[src/rtl/rms_pkg.sv]
// Shared types and constants for the rate-monotonic task scheduler.
// No dependencies; every other file imports this package.
`default_nettype none
package rms_pkg;

   localparam int MAX_TASKS  = 16;
   localparam int TIME_WIDTH = 32;
   localparam int SLOT_W     = $clog2(MAX_TASKS);
   localparam int PID_W      = 22;
   localparam int MS_W       = 16;
   localparam int TERM_W     = 10;
   localparam int UTIL_W     = 14;
   localparam int LIMIT_W    = 10;
   localparam int DIVIDEND_W = 26;
   localparam int DIV_STEPS  = DIVIDEND_W;
   localparam int DIV_CNT_W  = $clog2(DIV_STEPS);

   localparam logic [SLOT_W-1:0]     LAST_SLOT   = SLOT_W'(MAX_TASKS - 1);
   localparam logic [TERM_W-1:0]     TERM_MAX    = 10'd1023;
   localparam logic [LIMIT_W-1:0]    LIMIT_RESET = 10'd693;
   localparam logic [TERM_W-1:0]     PERMILLE    = 10'd1000;

   typedef enum logic [1:0] {
      REQ_REGISTER   = 2'd0,
      REQ_YIELD      = 2'd1,
      REQ_DEREGISTER = 2'd2,
      REQ_TICK       = 2'd3
   } req_kind_type;

   typedef enum logic [2:0] {
      RS_OK       = 3'd0,
      RS_REJECT   = 3'd1,
      RS_NOTFOUND = 3'd2,
      RS_MISSED   = 3'd3,
      RS_FULL     = 3'd4
   } rsp_status_type;

   typedef enum logic [1:0] {
      ST_SLEEP = 2'd0,
      ST_RUN   = 2'd1,
      ST_READY = 2'd2
   } run_state_type;

   typedef struct packed {
      logic [1:0]       req_type;
      logic [PID_W-1:0] pid;
      logic [MS_W-1:0]  period_ms;
      logic [MS_W-1:0]  comp_ms;
   } req_item_type;

   typedef struct packed {
      logic [2:0]        status;
      logic              running_valid;
      logic [PID_W-1:0]  running_pid;
      logic [UTIL_W-1:0] utilization_sum;
   } rsp_item_type;

   typedef enum logic [3:0] {
      S_IDLE,
      S_DECODE,
      S_DIV,
      S_REG_FIN,
      S_SCAN_Y,
      S_YIELD_APPLY,
      S_SCAN_D,
      S_SCAN_T,
      S_SCAN_DISP,
      S_DISP_APPLY,
      S_DONE
   } ctrl_state_type;

   typedef enum logic [3:0] {
      OP_NONE,
      OP_LOAD,
      OP_DIV_START,
      OP_REG_FINISH,
      OP_YIELD_SCAN,
      OP_YIELD_APPLY,
      OP_DEREG_SCAN,
      OP_TICK_SCAN,
      OP_DISP_SCAN,
      OP_DISP_APPLY,
      OP_RESPOND
   } dp_op_type;

   typedef struct packed {
      dp_op_type op;
   } ctrl_cmd_type;

   typedef struct packed {
      req_kind_type kind;
      logic         period_zero;
      logic         div_done;
      logic         scan_last;
      logic         yield_hit;
      logic         any_fired;
      logic         rsp_free;
   } dp_status_type;

endpackage
`default_nettype wire

[src/rtl/rate_monotonic_task_scheduler.sv]
// A register request runs the 26-step divider unless its period is zero; a yield
// runs a dispatch scan unless its pid is unknown; a tick runs one only on a wakeup;
// a deregister does a single table scan. Every table walk visits one slot per cycle.
// One item at a time; the next item is accepted in the cycle after the result is
// registered.
// Reset: synchronous; table empty, time zero, limit 693, ready right after reset.
// Depends on rms_pkg, rms_ctrl and rms_datapath.
`default_nettype none
module rate_monotonic_task_scheduler
   import rms_pkg::*;
(
   input  wire logic               clock,
   input  wire logic               reset,
   input  wire logic               req_valid,
   output logic                    req_stall,
   input  wire req_item_type       req_item,
   output logic                    rsp_valid,
   input  wire logic               rsp_stall,
   output rsp_item_type            rsp_item,
   input  wire logic               csr_valid,
   output logic                    csr_ready,
   input  wire logic [LIMIT_W-1:0] csr_wdata
);

   ctrl_cmd_type  dp_cmd;
   dp_status_type dp_status;

   rms_ctrl u_ctrl (
      .clock     (clock),
      .reset     (reset),
      .req_valid (req_valid),
      .req_stall (req_stall),
      .dp_status (dp_status),
      .dp_cmd    (dp_cmd)
   );

   rms_datapath u_dp (
      .clock     (clock),
      .reset     (reset),
      .req_item  (req_item),
      .dp_cmd    (dp_cmd),
      .dp_status (dp_status),
      .rsp_valid (rsp_valid),
      .rsp_stall (rsp_stall),
      .rsp_item  (rsp_item),
      .csr_valid (csr_valid),
      .csr_ready (csr_ready),
      .csr_wdata (csr_wdata)
   );

endmodule
`default_nettype wire

[src/rtl/rms_div.sv]
// Restoring divider, one quotient bit per cycle.
// Depends on rms_pkg.
`default_nettype none
module rms_div
   import rms_pkg::*;
(
   input  wire logic                  clock,
   input  wire logic                  reset,
   input  wire logic                  start,
   input  wire logic [DIVIDEND_W-1:0] dividend,
   input  wire logic [MS_W-1:0]       divisor,
   output logic                       done,
   output logic [DIVIDEND_W-1:0]      quotient
);

   logic                  busy_ff;
   logic                  done_ff;
   logic [DIV_CNT_W-1:0]  cnt_ff;
   logic [MS_W:0]         rem_ff;
   logic [DIVIDEND_W-1:0] quo_ff;
   logic [MS_W-1:0]       dvs_ff;
   logic [MS_W:0]         rem_sh;
   logic                  qbit;
   logic [MS_W:0]         rem_in;

   always_comb begin
      rem_sh = {rem_ff[MS_W-1:0], quo_ff[DIVIDEND_W-1]};
      qbit   = rem_sh >= {1'b0, dvs_ff};
      rem_in = qbit ? rem_sh - {1'b0, dvs_ff} : rem_sh;
   end

   always_ff @(posedge clock) begin
      if (reset) begin
         busy_ff <= 1'b0;
         done_ff <= 1'b0;
         cnt_ff  <= '0;
      end else begin
         done_ff <= 1'b0;
         if (start) begin
            busy_ff <= 1'b1;
            cnt_ff  <= '0;
         end else if (busy_ff) begin
            cnt_ff <= cnt_ff + 1'b1;
            if (cnt_ff == DIV_CNT_W'(DIV_STEPS - 1)) begin
               busy_ff <= 1'b0;
               done_ff <= 1'b1;
            end
         end
      end
   end

   always_ff @(posedge clock) begin
      if (start) begin
         rem_ff <= '0;
         quo_ff <= dividend;
         dvs_ff <= divisor;
      end else if (busy_ff) begin
         rem_ff <= rem_in;
         quo_ff <= {quo_ff[DIVIDEND_W-2:0], qbit};
      end
   end

   assign done     = done_ff;
   assign quotient = quo_ff;

endmodule
`default_nettype wire

[src/rtl/rms_ctrl.sv]
// Sequencer for the scheduler: walks each request through its divide and scan steps.
// Depends on rms_pkg.
`default_nettype none
module rms_ctrl
   import rms_pkg::*;
(
   input  wire logic          clock,
   input  wire logic          reset,
   input  wire logic          req_valid,
   output logic               req_stall,
   input  wire dp_status_type dp_status,
   output ctrl_cmd_type       dp_cmd
);

   ctrl_state_type state_ff;
   ctrl_state_type state_in;

   always_ff @(posedge clock) begin
      if (reset) begin
         state_ff <= S_IDLE;
      end else begin
         state_ff <= state_in;
      end
   end

   always_comb begin
      state_in  = state_ff;
      dp_cmd.op = OP_NONE;
      req_stall = 1'b1;
      case (state_ff)
         S_IDLE: begin
            req_stall = 1'b0;
            if (req_valid) begin
               dp_cmd.op = OP_LOAD;
               state_in  = S_DECODE;
            end
         end
         S_DECODE: begin
            case (dp_status.kind)
               REQ_REGISTER: begin
                  if (dp_status.period_zero) begin
                     state_in = S_DONE;
                  end else begin
                     dp_cmd.op = OP_DIV_START;
                     state_in  = S_DIV;
                  end
               end
               REQ_YIELD:      state_in = S_SCAN_Y;
               REQ_DEREGISTER: state_in = S_SCAN_D;
               default:        state_in = S_SCAN_T;
            endcase
         end
         S_DIV: begin
            if (dp_status.div_done) begin
               state_in = S_REG_FIN;
            end
         end
         S_REG_FIN: begin
            dp_cmd.op = OP_REG_FINISH;
            state_in  = S_DONE;
         end
         S_SCAN_Y: begin
            dp_cmd.op = OP_YIELD_SCAN;
            if (dp_status.scan_last) begin
               state_in = S_YIELD_APPLY;
            end
         end
         S_YIELD_APPLY: begin
            dp_cmd.op = OP_YIELD_APPLY;
            state_in  = dp_status.yield_hit ? S_SCAN_DISP : S_DONE;
         end
         S_SCAN_D: begin
            dp_cmd.op = OP_DEREG_SCAN;
            if (dp_status.scan_last) begin
               state_in = S_DONE;
            end
         end
         S_SCAN_T: begin
            dp_cmd.op = OP_TICK_SCAN;
            if (dp_status.scan_last) begin
               state_in = dp_status.any_fired ? S_SCAN_DISP : S_DONE;
            end
         end
         S_SCAN_DISP: begin
            dp_cmd.op = OP_DISP_SCAN;
            if (dp_status.scan_last) begin
               state_in = S_DISP_APPLY;
            end
         end
         S_DISP_APPLY: begin
            dp_cmd.op = OP_DISP_APPLY;
            state_in  = S_DONE;
         end
         S_DONE: begin
            if (dp_status.rsp_free) begin
               dp_cmd.op = OP_RESPOND;
               state_in  = S_IDLE;
            end
         end
         default: state_in = S_IDLE;
      endcase
   end

endmodule
`default_nettype wire

[src/rtl/rms_datapath.sv]
// Task table, time base, utilization sum, divider and result register.
// Depends on rms_pkg and rms_div.
`default_nettype none
module rms_datapath
   import rms_pkg::*;
(
   input  wire logic               clock,
   input  wire logic               reset,
   input  wire req_item_type       req_item,
   input  wire ctrl_cmd_type       dp_cmd,
   output dp_status_type           dp_status,
   output logic                    rsp_valid,
   input  wire logic               rsp_stall,
   output rsp_item_type            rsp_item,
   input  wire logic               csr_valid,
   output logic                    csr_ready,
   input  wire logic [LIMIT_W-1:0] csr_wdata
);

   logic [MAX_TASKS-1:0]  valid_ff;
   logic [MAX_TASKS-1:0]  armed_ff;
   logic [PID_W-1:0]      pid_ff    [MAX_TASKS];
   logic [MS_W-1:0]       period_ff [MAX_TASKS];
   logic [TERM_W-1:0]     term_ff   [MAX_TASKS];
   run_state_type         rs_ff     [MAX_TASKS];
   logic [TIME_WIDTH-1:0] last_ff   [MAX_TASKS];
   logic [TIME_WIDTH-1:0] wake_ff   [MAX_TASKS];

   req_item_type          req_ff;
   logic                  grant_valid_ff;
   logic [SLOT_W-1:0]     grant_slot_ff;
   logic [TIME_WIDTH-1:0] now_ff;
   logic [UTIL_W-1:0]     util_ff;
   logic [LIMIT_W-1:0]    limit_ff;
   logic [SLOT_W-1:0]     idx_ff;
   logic                  yfound_ff;
   logic [SLOT_W-1:0]     yidx_ff;
   logic                  hit_ff;
   logic                  fired_ff;
   logic                  dfound_ff;
   logic [SLOT_W-1:0]     best_ff;
   logic [MS_W-1:0]       best_period_ff;
   rsp_status_type        status_ff;
   logic                  rsp_valid_ff;
   rsp_item_type          rsp_item_ff;

   logic                  div_done;
   logic [DIVIDEND_W-1:0] quotient;
   logic [DIVIDEND_W-1:0] dividend;
   logic [TERM_W-1:0]     term;
   logic [UTIL_W:0]       sum_new;
   logic                  over_limit;
   logic                  free_found;
   logic [SLOT_W-1:0]     free_idx;
   logic                  cur_match;
   logic                  fire_now;
   logic                  cand;
   logic                  scan_last;
   logic [TIME_WIDTH-1:0] next_time;
   logic [TIME_WIDTH-1:0] diff;
   logic                  missed;
   logic                  rsp_free;
   logic                  reg_ok;

   rms_div u_div (
      .clock    (clock),
      .reset    (reset),
      .start    (dp_cmd.op == OP_DIV_START),
      .dividend (dividend),
      .divisor  (req_ff.period_ms),
      .done     (div_done),
      .quotient (quotient)
   );

   always_comb begin
      dividend   = DIVIDEND_W'(req_ff.comp_ms) * DIVIDEND_W'(PERMILLE);
      term       = (quotient > DIVIDEND_W'(TERM_MAX)) ? TERM_MAX : quotient[TERM_W-1:0];
      sum_new    = {1'b0, util_ff} + (UTIL_W+1)'(term);
      over_limit = sum_new > (UTIL_W+1)'(limit_ff);
      free_found = 1'b0;
      free_idx   = '0;
      for (int i = MAX_TASKS - 1; i >= 0; i--) begin
         if (!valid_ff[i]) begin
            free_found = 1'b1;
            free_idx   = SLOT_W'(i);
         end
      end
      reg_ok    = !over_limit && free_found;
      scan_last = idx_ff == LAST_SLOT;
      cur_match = valid_ff[idx_ff] && (pid_ff[idx_ff] == req_ff.pid);
      fire_now  = valid_ff[idx_ff] && armed_ff[idx_ff] && (wake_ff[idx_ff] == now_ff);
      cand      = valid_ff[idx_ff] && (rs_ff[idx_ff] == ST_READY || rs_ff[idx_ff] == ST_RUN)
                  && (!dfound_ff || period_ff[idx_ff] < best_period_ff);
      next_time = last_ff[yidx_ff] + TIME_WIDTH'(period_ff[yidx_ff]);
      diff      = now_ff - next_time;
      missed    = !diff[TIME_WIDTH-1];
      rsp_free  = !rsp_valid_ff || !rsp_stall;
   end

   always_comb begin
      dp_status.kind        = req_kind_type'(req_ff.req_type);
      dp_status.period_zero = req_ff.period_ms == '0;
      dp_status.div_done    = div_done;
      dp_status.scan_last   = scan_last;
      dp_status.yield_hit   = yfound_ff;
      dp_status.any_fired   = fired_ff || fire_now;
      dp_status.rsp_free    = rsp_free;
   end

   always_ff @(posedge clock) begin
      if (reset) begin
         valid_ff       <= '0;
         armed_ff       <= '0;
         grant_valid_ff <= 1'b0;
         grant_slot_ff  <= '0;
         now_ff         <= '0;
         util_ff        <= '0;
         limit_ff       <= LIMIT_RESET;
         idx_ff         <= '0;
         yfound_ff      <= 1'b0;
         hit_ff         <= 1'b0;
         fired_ff       <= 1'b0;
         dfound_ff      <= 1'b0;
         rsp_valid_ff   <= 1'b0;
      end else begin
         if (csr_valid) begin
            limit_ff <= csr_wdata;
         end
         if (rsp_valid_ff && !rsp_stall && dp_cmd.op != OP_RESPOND) begin
            rsp_valid_ff <= 1'b0;
         end
         case (dp_cmd.op)
            OP_LOAD: begin
               idx_ff    <= '0;
               yfound_ff <= 1'b0;
               hit_ff    <= 1'b0;
               fired_ff  <= 1'b0;
               dfound_ff <= 1'b0;
               if (req_kind_type'(req_item.req_type) == REQ_TICK) begin
                  now_ff <= now_ff + 1'b1;
               end
            end
            OP_REG_FINISH: begin
               if (reg_ok) begin
                  valid_ff[free_idx] <= 1'b1;
                  armed_ff[free_idx] <= 1'b0;
                  util_ff            <= sum_new[UTIL_W-1:0];
               end
            end
            OP_YIELD_SCAN: begin
               idx_ff <= scan_last ? '0 : idx_ff + 1'b1;
               if (cur_match && !yfound_ff) begin
                  yfound_ff <= 1'b1;
               end
            end
            OP_YIELD_APPLY: begin
               if (yfound_ff && !missed) begin
                  armed_ff[yidx_ff] <= 1'b1;
                  if (grant_valid_ff && grant_slot_ff == yidx_ff) begin
                     grant_valid_ff <= 1'b0;
                  end
               end
            end
            OP_DEREG_SCAN: begin
               idx_ff <= scan_last ? '0 : idx_ff + 1'b1;
               if (cur_match) begin
                  hit_ff           <= 1'b1;
                  valid_ff[idx_ff] <= 1'b0;
                  armed_ff[idx_ff] <= 1'b0;
                  util_ff <= (util_ff >= UTIL_W'(term_ff[idx_ff]))
                             ? util_ff - UTIL_W'(term_ff[idx_ff]) : '0;
                  if (grant_valid_ff && grant_slot_ff == idx_ff) begin
                     grant_valid_ff <= 1'b0;
                  end
               end
            end
            OP_TICK_SCAN: begin
               idx_ff <= scan_last ? '0 : idx_ff + 1'b1;
               if (fire_now) begin
                  armed_ff[idx_ff] <= 1'b0;
                  fired_ff         <= 1'b1;
               end
            end
            OP_DISP_SCAN: begin
               idx_ff <= scan_last ? '0 : idx_ff + 1'b1;
               if (cand) begin
                  dfound_ff <= 1'b1;
               end
            end
            OP_DISP_APPLY: begin
               grant_valid_ff <= dfound_ff;
               if (dfound_ff) begin
                  grant_slot_ff <= best_ff;
               end
            end
            OP_RESPOND: begin
               rsp_valid_ff <= 1'b1;
            end
            default: ;
         endcase
      end
   end

   always_ff @(posedge clock) begin
      case (dp_cmd.op)
         OP_LOAD: begin
            req_ff    <= req_item;
            status_ff <= (req_kind_type'(req_item.req_type) == REQ_REGISTER
                          && req_item.period_ms == '0) ? RS_REJECT : RS_OK;
         end
         OP_REG_FINISH: begin
            if (over_limit) begin
               status_ff <= RS_REJECT;
            end else if (!free_found) begin
               status_ff <= RS_FULL;
            end else begin
               status_ff           <= RS_OK;
               pid_ff[free_idx]    <= req_ff.pid;
               period_ff[free_idx] <= req_ff.period_ms;
               term_ff[free_idx]   <= term;
               rs_ff[free_idx]     <= ST_SLEEP;
               last_ff[free_idx]   <= now_ff;
               wake_ff[free_idx]   <= '0;
            end
         end
         OP_YIELD_SCAN: begin
            if (cur_match && !yfound_ff) begin
               yidx_ff <= idx_ff;
            end
         end
         OP_YIELD_APPLY: begin
            if (!yfound_ff) begin
               status_ff <= RS_NOTFOUND;
            end else begin
               status_ff        <= missed ? RS_MISSED : RS_OK;
               last_ff[yidx_ff] <= next_time;
               if (!missed) begin
                  rs_ff[yidx_ff]   <= ST_SLEEP;
                  wake_ff[yidx_ff] <= next_time;
               end
            end
         end
         OP_DEREG_SCAN: begin
            if (scan_last) begin
               status_ff <= (hit_ff || cur_match) ? RS_OK : RS_NOTFOUND;
            end
         end
         OP_TICK_SCAN: begin
            if (fire_now) begin
               rs_ff[idx_ff] <= ST_READY;
            end
         end
         OP_DISP_SCAN: begin
            if (cand) begin
               best_ff        <= idx_ff;
               best_period_ff <= period_ff[idx_ff];
            end
         end
         OP_DISP_APPLY: begin
            if (grant_valid_ff && valid_ff[grant_slot_ff]
                && !(dfound_ff && best_ff == grant_slot_ff)) begin
               rs_ff[grant_slot_ff] <= (rs_ff[grant_slot_ff] == ST_RUN) ? ST_READY : ST_SLEEP;
            end
            if (dfound_ff) begin
               rs_ff[best_ff] <= ST_RUN;
            end
         end
         OP_RESPOND: begin
            rsp_item_ff.status          <= status_ff;
            rsp_item_ff.running_valid   <= grant_valid_ff;
            rsp_item_ff.running_pid     <= grant_valid_ff ? pid_ff[grant_slot_ff] : '0;
            rsp_item_ff.utilization_sum <= util_ff;
         end
         default: ;
      endcase
   end

   assign rsp_valid = rsp_valid_ff;
   assign rsp_item  = rsp_item_ff;
   assign csr_ready = 1'b1;

endmodule
`default_nettype wire
[config.mk]
export PLATFORM = sky130hd
export DESIGN_NAME = rate_monotonic_task_scheduler
export DESIGN_NICKNAME = d
export VERILOG_FILES = /design/src/rtl/rms_pkg.sv /design/src/rtl/rate_monotonic_task_scheduler.sv /design/src/rtl/rms_div.sv /design/src/rtl/rms_ctrl.sv /design/src/rtl/rms_datapath.sv
export SDC_FILE = /design/constraint.sdc
export NUM_CORES = 2
export LEC_CHECK = 0
export BUFFER_PORTS_ARGS = -buffer_cell sky130_fd_sc_hd__buf_4
export CELL_PAD_IN_SITES_DETAIL_PLACEMENT = 1
export CELL_PAD_IN_SITES_GLOBAL_PLACEMENT = 2
export CORE_MARGIN = 5
export CORE_UTILIZATION = 38
export CTS_BUF_LIST = sky130_fd_sc_hd__clkbuf_8
export CTS_CLUSTER_DIAMETER = 120
export DETAILED_ROUTE_END_ITERATION = 12
export GPL_ROUTABILITY_DRIVEN = 0
export PLACE_DENSITY = 0.63
export SYNTH_ARGS = -nofsm -noshare
export SYNTH_HDL_FRONTEND = slang
export SYNTH_HIERARCHICAL = 1
export SYNTH_SLANG_ARGS = --single-unit
[constraint.sdc]
create_clock -name clock -period 11.3 [get_ports clock]
set_input_delay 1.13 -clock clock [delete_from_list [all_inputs] [get_ports clock]]
set_output_delay 1.13 -clock clock [all_outputs]
set_load 0.05 [all_outputs]
==> metrics.txt <==
# TYPE chip_impl_metric gauge
chip_impl_info{name="outcome",value="completed"} 1
chip_impl_metric{name="first_pass_grt_wire_length",unit="mm"} 415
chip_impl_metric{name="power_per_cell_area",unit="nW/µm²"} 223
chip_impl_info{name="ctsRootBufferMaster",value="sky130_fd_sc_hd__clkbuf_8"} 1
chip_impl_metric{name="power.leakage",unit="nW"} 34.7
chip_impl_metric{name="met1_length",unit="mm"} 131
chip_impl_metric{name="io-pin-count",unit=""} 114
chip_impl_info{name="crit_path_cell_trace",value="buf_4 -> mux4_2 -> mux4_2 -> ha_1 -> nand2_1 -> nor3_1 -> or4b_2 -> a21oi_1 -> o21ai_0 -> or2_0 -> nor2_1 -> xnor2_1 -> ha_1 -> nand2_1 -> o21ai_0 -> a2111oi_0 -> or3_1 -> and3_1 -> a2bb2oi_2 -> nor4_1 -> o21ai_0 -> and2_1 -> nor4_2 -> buf_4"} 1
chip_impl_metric{name="met2_wl_post_dr",unit="mm"} 134
chip_impl_metric{name="grt_pass1_vias",unit=""} 57900
chip_impl_metric{name="maxSlewHeadroom",unit=""} 0.131
chip_impl_metric{name="cts.repair.resized",unit=""} 0
chip_impl_info{name="worstSetupPathType",value="reg2reg"} 1
chip_impl_metric{name="async_flop_share",unit=""} 0
chip_impl_info{name="top_signal_layer_used",value="met4"} 1
chip_impl_metric{name="setup-violations-final",unit=""} 0
chip_impl_metric{name="ys_types",unit=""} 110
chip_impl_metric{name="row_count",unit=""} 184
chip_impl_info{name="rsz_0062_raised_after_global_routing",value="false"} 1
chip_impl_metric{name="fp.dieH",unit="µm"} 513
chip_impl_metric{name="synthToLayoutAreaGrowth",unit="%"} 12.8
chip_impl_metric{name="ys_warn_count",unit=""} 6
chip_impl_metric{name="critical_path_arrival",unit="ns"} 10.44
chip_impl_metric{name="cts.sink_count",unit=""} 2130
chip_impl_metric{name="fillerInstances",unit=""} 24500
chip_impl_metric{name="io_buffer_count",unit=""} 112
chip_impl_metric{name="slew_viol_final",unit=""} 0
chip_impl_info{name="slowest_stage",value="sky130_fd_sc_hd__dfxtp_4"} 1
chip_impl_metric{name="cts-htree-levels",unit=""} 5
chip_impl_metric{name="layout_min_cycle_time",unit="ns"} 9.78
chip_impl_info{name="critPathMostFrequentCell",value="sky130_fd_sc_hd__o21ai_0"} 1
chip_impl_metric{name="setup_tns",unit="ns"} 0
chip_impl_metric{name="finalClockSkew",unit="ns"} 0.118
chip_impl_metric{name="sequential_element_share_of_the_synthesized_area",unit=""} 0.646
chip_impl_metric{name="core-area",unit="µm²"} 252000
chip_impl_metric{name="detail_route.vias_per_cell",unit=""} 5.71
chip_impl_metric{name="maximum_root_to_sink_buffer_count",unit=""} 4
chip_impl_metric{name="synth.ff_latch_count",unit=""} 2130
chip_impl_metric{name="antenna_left",unit=""} 0
chip_impl_metric{name="route.vias.total",unit=""} 54700
chip_impl_metric{name="wl",unit="mm"} 286
chip_impl_metric{name="route.detailed.drc",unit=""} 0
chip_impl_metric{name="finish.utilization",unit=""} 0.431
chip_impl_metric{name="initial_util",unit=""} 0.382
chip_impl_info{name="synth_ff_type",value="sky130_fd_sc_hd__edfxtp_1"} 1
chip_impl_info{name="cts_tree",value="built"} 1
chip_impl_metric{name="peak_supply_drop",unit="µV"} 540
chip_impl_metric{name="synthesis.area_per_instance",unit="µm²"} 17.2
chip_impl_metric{name="cts.repair_timing.setup_buffer_count",unit=""} 0
chip_impl_metric{name="routedWlPerCell",unit="µm"} 29.9
chip_impl_metric{name="die_area",unit="µm²"} 263000
chip_impl_metric{name="crit_fanout",unit=""} 37
chip_impl_metric{name="synthesis.area",unit="µm²"} 96300
chip_impl_metric{name="syn_inst",unit=""} 5594
chip_impl_metric{name="finalNetCount",unit=""} 6252
chip_impl_metric{name="cts_inserted_buffers",unit=""} 383
chip_impl_metric{name="critPathMaxStageDelay",unit="ns"} 0.92
chip_impl_metric{name="overall_fraction_of_global_route_tracks_in_use",unit=""} 0.215
chip_impl_metric{name="synth_edf_count",unit=""} 1957
chip_impl_metric{name="pin_count_of_the_biggest_net_entering_global_routing",unit=""} 116
chip_impl_metric{name="insertion_delay_of_the_later_clocked_pin_in_the_worst_skew_pair",unit="ns"} 1.12
chip_impl_metric{name="reg2reg_slack",unit="ns"} 1.52
chip_impl_metric{name="cts.clk_slew.worst_paths",unit="ns"} 0.06
chip_impl_metric{name="achievable-frequency",unit="MHz"} 102
chip_impl_info{name="min_path_type",value="in2reg"} 1
chip_impl_metric{name="critPathRequiredTime",unit="ns"} 11.96
chip_impl_metric{name="die_width",unit="µm"} 513
chip_impl_metric{name="drt_first_pass_iters",unit=""} 5
chip_impl_metric{name="detail_route.iter0.violations",unit=""} 4525
chip_impl_metric{name="min_period_over_period",unit=""} 0.866
chip_impl_info{name="worstSetupStartpointType",value="register"} 1
chip_impl_info{name="worst_setup_path_end_kind",value="register"} 1
chip_impl_metric{name="cts_hold_buffers",unit=""} 0
chip_impl_metric{name="maxCapViolations",unit=""} 0
chip_impl_metric{name="antenna_violations_before_repair",unit=""} 13
chip_impl_metric{name="wl_met3",unit="mm"} 15.9
chip_impl_metric{name="detailedPlacementHpwl",unit="mm"} 177
chip_impl_metric{name="timing_hold_violations_final",unit=""} 0
chip_impl_metric{name="final_layout_size_suffix_gt1_frac",unit=""} 0.256
chip_impl_metric{name="grt_overflow",unit=""} 0
chip_impl_metric{name="transition_time_at_the_pin_with_the_least_slew_margin",unit="ns"} 1.30
worst max-delay path: cells and delay by family, from the launching register on:
family                   cells  cell delay [ns]
buffers and inverters        2             1.00
adder cells (fa/ha/maj)      2             0.71
XOR/XNOR                     1             0.19
multiplexers                 2             1.11
AND/OR/NAND/NOR             11             3.69
AO/OA/AOI/OAI                6             1.72
flip-flops                   1             0.92
state kept, by name, summed over array words and instances (netlist names), 5 cells and up, named ones only:
name and count:
u_dp/term_ff 160, u_dp/req_ff 54, u_dp/rsp_item 40, u_dp/util_ff 14, u_dp/u_div/rem_ff 16, u_dp/u_div/cnt_ff 5
u_dp/period_ff 256, u_dp/u_div/dvs_ff 16, u_dp/best_period_ff 16, u_dp/u_div/quotient 26, u_dp/armed_ff 16, u_dp/rs_ff 32
u_dp/valid_ff 16, u_dp/limit_ff 10, u_dp/pid_ff 352, u_dp/last_ff 512, u_dp/wake_ff 512, u_dp/now_ff 32
layout make-up:
type,count,area (µm²),share of cell area
clock buffer,397,5460,0.0503
tap,3348,4190,0.0386
antenna,3,7.51,0.0000691
multi-input combinational,2946,32100,0.296
clock inverter,267,1540,0.0142
inverter,205,779,0.00718
timing repair buffer,289,2250,0.0207
sequential,2130,62300,0.573
synthesized netlist by cell type, types with 19 or more instances:
library cell / n / area [µm²]
sky130_fd_sc_hd__a21o_1: 30 / 225
sky130_fd_sc_hd__buf_2: 50 / 250
sky130_fd_sc_hd__nor3_1: 62 / 310
sky130_fd_sc_hd__o21bai_1: 23 / 173
sky130_fd_sc_hd__o21ai_0: 156 / 781
sky130_fd_sc_hd__and2_1: 35 / 219
sky130_fd_sc_hd__o22ai_1: 19 / 119
sky130_fd_sc_hd__edfxtp_1: 1957 / 58800
sky130_fd_sc_hd__a31oi_1: 26 / 163
sky130_fd_sc_hd__clkbuf_1: 154 / 578
sky130_fd_sc_hd__nor2_1: 271 / 1020
sky130_fd_sc_hd__nand2_1: 223 / 837
sky130_fd_sc_hd__inv_1: 203 / 762
sky130_fd_sc_hd__mux2_2: 34 / 383
sky130_fd_sc_hd__or2_2: 25 / 156
sky130_fd_sc_hd__mux4_2: 677 / 15200
sky130_fd_sc_hd__and3_1: 38 / 238
sky130_fd_sc_hd__buf_6: 20 / 225
sky130_fd_sc_hd__ha_1: 168 / 2100
sky130_fd_sc_hd__nand4_1: 45 / 282
sky130_fd_sc_hd__nor4_1: 36 / 225
sky130_fd_sc_hd__buf_1: 55 / 206
sky130_fd_sc_hd__nand3_1: 72 / 360
sky130_fd_sc_hd__o211ai_1: 37 / 278
sky130_fd_sc_hd__dfxtp_1: 173 / 3460
sky130_fd_sc_hd__buf_4: 32 / 240
sky130_fd_sc_hd__a22oi_1: 39 / 293
sky130_fd_sc_hd__fa_1: 58 / 1160
sky130_fd_sc_hd__a21oi_1: 144 / 721
sky130_fd_sc_hd__mux2i_1: 196 / 1960
sky130_fd_sc_hd__xnor2_1: 96 / 841
sky130_fd_sc_hd__xor2_1: 64 / 561
sky130_fd_sc_hd__nand2b_1: 34 / 213
sky130_fd_sc_hd__nor2b_1: 41 / 257
logic make-up after synthesis:
| family | after synthesis | share of synthesized area |
|---|---|---|
| compound gates | 667 | 0.0466 |
| xor+xnor | 160 | 0.0146 |
| fa+ha+maj | 227 | 0.0340 |
| buf+inv | 520 | 0.0241 |
| flops | 2130 | 0.646 |
| mux | 909 | 0.183 |
| other cells | 2 | 0.0000780 |
| simple gates | 979 | 0.0512 |
layout by cell type (no fill, tap or decap), drive strengths merged, types with 39 or more instances in the layout:
| cell type | synthesis | routed |
|---|---|---|
| nor3 | 62 | 62 |
| mux4 | 677 | 677 |
| edfxtp | 1957 | 1957 |
| inv | 204 | 317 |
| clkinv | 1 | 134 |
| nor2 | 272 | 272 |
| nand2 | 224 | 224 |
| nand3 | 73 | 73 |
| fa | 58 | 58 |
| nor2b | 41 | 41 |
| dfxtp | 173 | 173 |
| clkbuf | 155 | 397 |
| a21oi | 144 | 144 |
| xnor2 | 96 | 96 |
| o21ai | 172 | 172 |
| buf | 160 | 289 |
| xor2 | 64 | 64 |
| a22oi | 41 | 41 |
| and3 | 39 | 39 |
| nand4 | 46 | 46 |
| ha | 168 | 168 |
| mux2i | 196 | 196 |
routing by layer:
layer,vias to the layer above,GRT usage
li1,23300,-
met1,29500,0.312
met2,1604,0.342
met3,355,0.0374
met4,0,0.0459
met5,-,0
final timing paths:
path           startpoint             endpoint  cells past startpoint
min          req_item[46]      u_dp/req_ff[46]                      1
min reg2reg   u_dp/hit_ff          u_dp/hit_ff                      2
max reg2reg      register  u_dp/wake_ff[9][15]                     24
max              register  u_dp/wake_ff[9][15]                     24
metrics by stage:
step	cell area, µm²	power (mW)	setup slack [ns]	hold WS (ns)	instances
floorplan	96300	15.5	0.156	0.400	5596
global placement	102000	17.6	1.65	0.450	8917
detailed placement	102000	17.7	1.53	0.454	8917
CTS	109000	24.6	1.51	0.0226	9581
global route	109000	26.0	0.890	0.0832	9583
finish	109000	24.2	1.52	0.185	9585
power by group:
group	switching [mW]	total [mW]	internal (mW)
registers	0.515	9.67	9.15
clock network	3.19	6.81	3.62
logic	4.39	7.75	3.36
total	8.09	24.2	16.1
Power figures use the tool's default switching activity.
